[src/design/rpf_pkg.sv]
// ----------------------------------------------------------------------------
// rpf_pkg: shared types and constants for the rgb pixel filter
// Holds the filter mode codes, register indexes and the sepia arithmetic constants.
// ----------------------------------------------------------------------------
`default_nettype none

package rpf_pkg;

  localparam int unsigned PixW  = 24;
  localparam int unsigned ChW   = 8;
  localparam int unsigned NumCh = 3;
  localparam int unsigned CfgAddrW = 2;

  typedef enum logic [1:0] {
    MODE_INVERT = 2'd0,
    MODE_BLEND  = 2'd1,
    MODE_SEPIA  = 2'd2,
    MODE_MONO   = 2'd3
  } filter_mode_e;

  typedef enum logic [CfgAddrW-1:0] {
    REG_FILTER_MODE = 2'd0,
    REG_BLEND_COLOR = 2'd1,
    REG_THRESHOLD   = 2'd2,
    REG_UNUSED      = 2'd3
  } cfg_reg_e;

  localparam logic [6:0] ThresholdReset = 7'd50;

  // sepia weighted sum fits in 19 bits: 255 * (393 + 769 + 189) = 344505
  localparam int unsigned SumW = 19;

  typedef logic [9:0] coef_t;
  typedef coef_t coef_row_t [NumCh];

  // coefficients in thousandths, row = output channel, column = input r, g, b
  localparam coef_row_t SepiaCoef [NumCh] = '{
    '{10'd393, 10'd769, 10'd189},
    '{10'd349, 10'd686, 10'd168},
    '{10'd272, 10'd534, 10'd131}
  };

  // floor(x / 1000) = (x * DivMul) >> DivShift, exact for x < 2^19
  localparam int unsigned DivShift = 29;
  localparam int unsigned DivMulW  = 20;
  localparam logic [DivMulW-1:0] DivMul = 20'd536871;
  localparam int unsigned ProdW = SumW + DivMulW;
  localparam int unsigned QuotW = ProdW - DivShift;

endpackage

`default_nettype wire

[src/design/rgb_pixel_filter.sv]
// ----------------------------------------------------------------------------
// rgb_pixel_filter: per-pixel point filter on 0xRRGGBB words
// Invert, blend with a colour, sepia tone and monochrome threshold.
// ----------------------------------------------------------------------------
// a result passes the input, sum and divide registers in order before valid_o is raised
// throughput: one word per cycle, busy_o is never raised; the three register
//   stages (input, weighted sums, divide by 1000) each hold one word
// the receiver cannot stall, every result is shown for exactly one cycle
// reset clears the valid pipeline and loads the register reset values
`default_nettype none

module rgb_pixel_filter (
  input  wire logic                          clk_i,
  input  wire logic                          rst_ni,
  input  wire logic                          start_i,
  output logic                               busy_o,
  input  wire logic [rpf_pkg::PixW-1:0]      pixel_in_i,
  output logic                               valid_o,
  output logic      [rpf_pkg::PixW-1:0]      pixel_out_o,
  input  wire logic                          cfg_we_i,
  input  wire logic [rpf_pkg::CfgAddrW-1:0]  cfg_addr_i,
  input  wire logic [rpf_pkg::PixW-1:0]      cfg_data_i
);

  localparam int unsigned ChW   = rpf_pkg::ChW;
  localparam int unsigned NumCh = rpf_pkg::NumCh;
  localparam int unsigned SumW  = rpf_pkg::SumW;
  localparam int unsigned ProdW = rpf_pkg::ProdW;
  localparam int unsigned QuotW = rpf_pkg::QuotW;

  // configuration registers
  rpf_pkg::filter_mode_e         mode_q;
  logic [rpf_pkg::PixW-1:0]      blend_q;
  logic [6:0]                    thr_q;

  always_ff @(posedge clk_i or negedge rst_ni) begin
    if (!rst_ni) begin
      mode_q  <= rpf_pkg::MODE_INVERT;
      blend_q <= '0;
      thr_q   <= rpf_pkg::ThresholdReset;
    end else if (cfg_we_i) begin
      case (rpf_pkg::cfg_reg_e'(cfg_addr_i))
        rpf_pkg::REG_FILTER_MODE: mode_q  <= rpf_pkg::filter_mode_e'(cfg_data_i[1:0]);
        rpf_pkg::REG_BLEND_COLOR: blend_q <= cfg_data_i;
        rpf_pkg::REG_THRESHOLD:   thr_q   <= cfg_data_i[6:0];
        default: ;
      endcase
    end
  end

  assign busy_o = 1'b0;

  // valid pipeline
  logic in_vld_q, mid_vld_q, out_vld_q;
  logic accept;
  assign accept = start_i && !busy_o;

  always_ff @(posedge clk_i or negedge rst_ni) begin
    if (!rst_ni) begin
      in_vld_q  <= 1'b0;
      mid_vld_q <= 1'b0;
      out_vld_q <= 1'b0;
    end else begin
      in_vld_q  <= accept;
      mid_vld_q <= in_vld_q;
      out_vld_q <= mid_vld_q;
    end
  end

  // input register
  logic [rpf_pkg::PixW-1:0] pix_q;

  always_ff @(posedge clk_i) begin
    if (accept) begin
      pix_q <= pixel_in_i;
    end
  end

  // stage 1: sepia sums and the other filters
  logic [ChW-1:0]           ch_in  [NumCh];
  logic [ChW-1:0]           ch_bl  [NumCh];
  logic [SumW-1:0]          sum_d  [NumCh];
  logic [SumW-1:0]          sum_q  [NumCh];
  logic [rpf_pkg::PixW-1:0] plain_d, plain_q;
  logic                     sepia_d, sepia_q;
  logic [ChW-1:0]           max_rg, max_rgb;
  logic [14:0]              max_scaled, thr_scaled;

  always_comb begin
    for (int k = 0; k < NumCh; k++) begin
      ch_in[k] = pix_q[(NumCh-1-k)*ChW +: ChW];
      ch_bl[k] = blend_q[(NumCh-1-k)*ChW +: ChW];
    end
    for (int o = 0; o < NumCh; o++) begin
      sum_d[o] = SumW'(rpf_pkg::SepiaCoef[o][0]) * SumW'(ch_in[0])
               + SumW'(rpf_pkg::SepiaCoef[o][1]) * SumW'(ch_in[1])
               + SumW'(rpf_pkg::SepiaCoef[o][2]) * SumW'(ch_in[2]);
    end
    max_rg     = (ch_in[1] > ch_in[0]) ? ch_in[1] : ch_in[0];
    max_rgb    = (ch_in[2] > max_rg) ? ch_in[2] : max_rg;
    max_scaled = 15'(max_rgb) * 15'd100;
    thr_scaled = 15'(thr_q) * 15'd255;
    sepia_d    = 1'b0;
    plain_d    = '0;
    case (mode_q)
      rpf_pkg::MODE_INVERT: begin
        plain_d = ~pix_q;
      end
      rpf_pkg::MODE_BLEND: begin
        for (int k = 0; k < NumCh; k++) begin
          plain_d[(NumCh-1-k)*ChW +: ChW] =
            ChW'(({1'b0, ch_in[k]} + {1'b0, ch_bl[k]}) >> 1);
        end
      end
      rpf_pkg::MODE_SEPIA: begin
        sepia_d = 1'b1;
      end
      rpf_pkg::MODE_MONO: begin
        plain_d = (max_scaled > thr_scaled) ? '1 : '0;
      end
      default: begin
        plain_d = '0;
      end
    endcase
  end

  always_ff @(posedge clk_i) begin
    if (in_vld_q) begin
      sum_q   <= sum_d;
      plain_q <= plain_d;
      sepia_q <= sepia_d;
    end
  end

  // stage 2: divide by 1000 through the reciprocal, saturate, select
  logic [ProdW-1:0]         prod   [NumCh];
  logic [QuotW-1:0]         quot   [NumCh];
  logic [rpf_pkg::PixW-1:0] sepia_px;
  logic [rpf_pkg::PixW-1:0] out_d, out_q;

  always_comb begin
    for (int o = 0; o < NumCh; o++) begin
      prod[o] = ProdW'(sum_q[o]) * ProdW'(rpf_pkg::DivMul);
      quot[o] = prod[o][ProdW-1:rpf_pkg::DivShift];
      sepia_px[(NumCh-1-o)*ChW +: ChW] =
        (quot[o] > QuotW'(255)) ? '1 : quot[o][ChW-1:0];
    end
    out_d = sepia_q ? sepia_px : plain_q;
  end

  always_ff @(posedge clk_i) begin
    if (mid_vld_q) begin
      out_q <= out_d;
    end
  end

  assign valid_o     = out_vld_q;
  assign pixel_out_o = out_q;

endmodule

`default_nettype wire
[config.mk]
export PLATFORM = sky130hd
export DESIGN_NAME = rgb_pixel_filter
export DESIGN_NICKNAME = d
export VERILOG_FILES = /design/src/design/rpf_pkg.sv /design/src/design/rgb_pixel_filter.sv
export SDC_FILE = /design/constraint.sdc
export NUM_CORES = 2
export LEC_CHECK = 0
export ABC_AREA = 1
export BUFFER_PORTS_ARGS = -buffer_cell sky130_fd_sc_hd__clkbuf_2
export CORE_MARGIN = 3
export CORE_UTILIZATION = 49
export CTS_BUF_LIST = sky130_fd_sc_hd__clkbuf_8 sky130_fd_sc_hd__clkbuf_16
export CTS_CLUSTER_SIZE = 40
export DETAILED_ROUTE_END_ITERATION = 8
export SYNTH_ARGS = -nofsm -noshare
export SYNTH_HDL_FRONTEND = slang
export SYNTH_SLANG_ARGS = --single-unit
[constraint.sdc]
create_clock -name clk_i -period 9.9 [get_ports clk_i]
set_input_delay 0.495 -clock clk_i [delete_from_list [all_inputs] [get_ports clk_i]]
set_output_delay 0.495 -clock clk_i [all_outputs]
set_load 0.005 [all_outputs]
==> impl_metrics.csv <==
group,metric,value,unit
synth,synth_edf_count,130,
global_routing,grt_use_met2,36.8,%
route,wl_per_cell,17.4,µm
die,die_w,275,µm
synth,syn_area,35500,µm²
synth,yosysTopAreaCell,"ha_1",
placed_design,numPortBuffers,78,
layout,antenna_cells,0,
global_routing,busiest_layer,"met2",
timing,slew_headroom,39.2,%
synth,synthTopCellsByArea,"ha_1 (32%), fa_1 (25%), inv_1 (11%), edfxtp_1 (11%), nand2_1 (3.3%)",
timing,rsz0062_at_grt,"no",
global_routing,grt_usage,23.8,%
die,core,71600,µm²
worst_setup_path,crit_cells,42,
layout,seq_area,4810,µm²
synth,synth_flop_cell,"edfxtp_1",
clock_tree,cts.sinks,166,
synth,ys_async_sr_fraction,21.7,%
synth,synth_top_area_share,31.7,%
route,first_iter_violations,1256,
global_routing,overflow,0,
layout,area_growth,6.24,%
route,drt_first_pass_iters,5,
worst_setup_path,r2r_slack,2140,ps
worst_setup_path,crit_family,"adder cells",
worst_setup_path,critPathRequiredTime,10110,ps
placed_design,dpl_cell_area,37100,µm²
global_routing,grt_max_degree,69,
layout,drive_gt1_share,4.94,%
die,start_util,49.5,%
global_routing,use_met3,3.88,%
layout,n_fill_cell,6774,
timing,setup_tns,0,ps
timing,finalHoldViolations,0,
clock_tree,cts_tree,"done",
timing,skew,24.8,ps
synth,synth_warnings,0,
die,pin_count,80,
worst_setup_path,cp.buffers_inverters,6,
worst_setup_path,r2r-end,"plain_q[23]",
clock_tree,cts_inserted_buffers,17,
clock_tree,clk_pin_slew,70,ps
outcome,status,"finished, final reports clean",
route,drt_wl_total,85.2,mm
route,num_vias,24800,
timing,slew_viol_final,0,
placed_design,hpwlAfterDp,74.7,mm
global_routing,grt_pass1_wl,138,mm
hold_path,holdCritPathClass,"in2async",
worst_setup_path,slowest_delay,800,ps
layout,multi_input_area,26600,µm²
timing,fin_crit_sh,78.4,%
clock_tree,htree_levels,4,
worst_setup_path,rr_worst_depth,42,
timing,period_needed,7760,ps
die,die_h,275,µm
worst_setup_path,crit_arrival,7970,ps
timing,setup_viol,0,
route,drc,0,
timing,whs,87.5,ps
layout,final_area,37700,µm²
worst_setup_path,startpoint_type,"register",
route,drtAntennaViolNets,0,
global_routing,grt_pass1_vias,25400,
placed_design,gp_congestion,0.973,
timing,tightest_slew,912,ps
synth,avgSynthCellArea,9.25,µm²
clock_tree,clockBufferDepth,2,
global_routing,met1_usage,34.7,%
worst_setup_path,slowest_stage,"edfxtp_1",
synth,synthCells,3832,
die,row_count,98,
clock_tree,hold_buffers,0,
synth,synth_seq_cells,166,
clock_tree,post-cts-setup-buffers,0,
synth,syn-num-nets,5222,
placed_design,post-place-ws,2180,ps
clock_tree,clock_latency,490,ps
synth,ys_seq_area_share,13.6,%
worst_setup_path,critical_path_class,"reg2reg",
worst_setup_path,end_kind,"register",
timing,fin_ws,2140,ps
route,viasPerCell,5.06,
global_routing,antenna_found_initial,0,
worst_setup_path,crit_end,"plain_q[23]",
worst_setup_path,r2r_start,"ch_in[22]",
job,drv_cap,0,
clock_tree,cts_root_buf,"clkbuf_16",
layout,layout.nets,5322,
clock_tree,cts_resized,0,
synth,synthDistinctLibCells,51,
worst_setup_path,crit_path_max_fanout,24,
die,die-area,75600,µm²
worst_setup_path,critPathLaunch,"ch_in[22]",
timing,max_freq,0.129,GHz
## synthesized netlist by cell type (2+ instances only)
master,number
nand4_1,20
nor4_1,7
nand3_1,60
a21o_1,11
ha_1,899
o211ai_1,4
nand2_2,30
buf_8,2
inv_1,1058
a31oi_1,17
o31ai_1,6
mux2_2,17
or2_2,9
a221oi_1,2
o2111ai_1,4
dfrtp_1,33
fa_1,437
nand3b_1,4
o32ai_1,8
and2_1,6
clkbuf_1,9
buf_1,3
nand2_4,2
xor2_1,75
nor2_1,194
o21a_1,10
nand2_1,316
edfxtp_1,130
nor3_1,18
xnor2_1,37
o21bai_1,25
o21ai_0,122
a31o_2,3
a211oi_1,4
a21oi_1,229
o221ai_1,4
dfstp_2,3
## sequential cells by signal, indices dropped and copies added (netlist names)
| signal | count |
|---|---|
| ch_in | 24 |
| mode_q | 2 |
| sum_q | 57 |
| thr_q | 7 |
| blend_q | 24 |
| in_vld_q | 1 |
| mid_vld_q | 1 |
| plain_q | 24 |
| valid_o | 1 |
| pixel_out_o | 24 |
| sepia_q | 1 |
## worst reg2reg max path: cells and delay by family (launching register included)
family | cells | cell delay (ps)
AOI/OAI and AO/OA | 7 | 1520
adders and majority gates | 7 | 2210
buffers and inverters | 6 | 600
and+or+nand+nor | 21 | 2200
xor gates and xnor gates | 1 | 120
DFF | 1 | 800
## stage by stage
stage,utilization [%],cells
floorplan,-,3832
global placement,51.8,4863
detailed placement,51.8,4863
CTS,52.6,4895
global route,52.6,4895
finish,52.6,4895
## kinds of logic (layout without fill, tap and decap cells)
logic type / Yosys count / in the layout / share of synthesized area [%]
buffers and inverters: 1074 / 1187 / 11.4
DFF: 166 / 166 / 13.6
xor gates and xnor gates: 112 / 112 / 2.77
muxes: 17 / 17 / 0.540
and+or+nand+nor: 669 / 669 / 8.00
adders and majority gates: 1336 / 1336 / 56.4
other: 1 / 1 / 0.0106
AOI/OAI and AO/OA: 457 / 457 / 7.30
## layer usage
layer / vias up / wire, µm
li1: 12400 / -
met1: 11800 / 41900
met2: 515 / 36600
met3: 84 / 4710
met4: 0 / 1910
met5: - / 0
## cell usage in the layout, fill, tap and decap left out, types with 75 or more instances in the layout
cell type  count
a21oi_1      229
clkbuf_2      78
edfxtp_1     130
fa_1         437
ha_1         899
inv_1       1061
nand2_1      316
nor2_1       194
o21ai_0      122
xor2_1        75
## worst min path at each step
stage / slack, ps / end / cells after the start / from
global placement: 480 / blend_q[4] / 2 / blend_q[4]
floorplan: 200 / blend_q[0] / 0 / rst_ni
finish: 90 / blend_q[14] / 2 / rst_ni
CTS: 80 / blend_q[14] / 2 / rst_ni
global route: 110 / blend_q[14] / 2 / rst_ni
detailed placement: 480 / blend_q[4] / 2 / blend_q[4]
## layout make-up
type	count	area share, %
clock buffer	17	1.13
tap	950	3.15
inverter	1059	10.5
clock inverter	15	0.408
timing repair buffer	96	1.39
sequential	166	12.8
multi-input combinational	2592	70.6
Power is not shown: default switching activity piles up to over one toggle a cycle in this logic, so the estimate is an artifact.
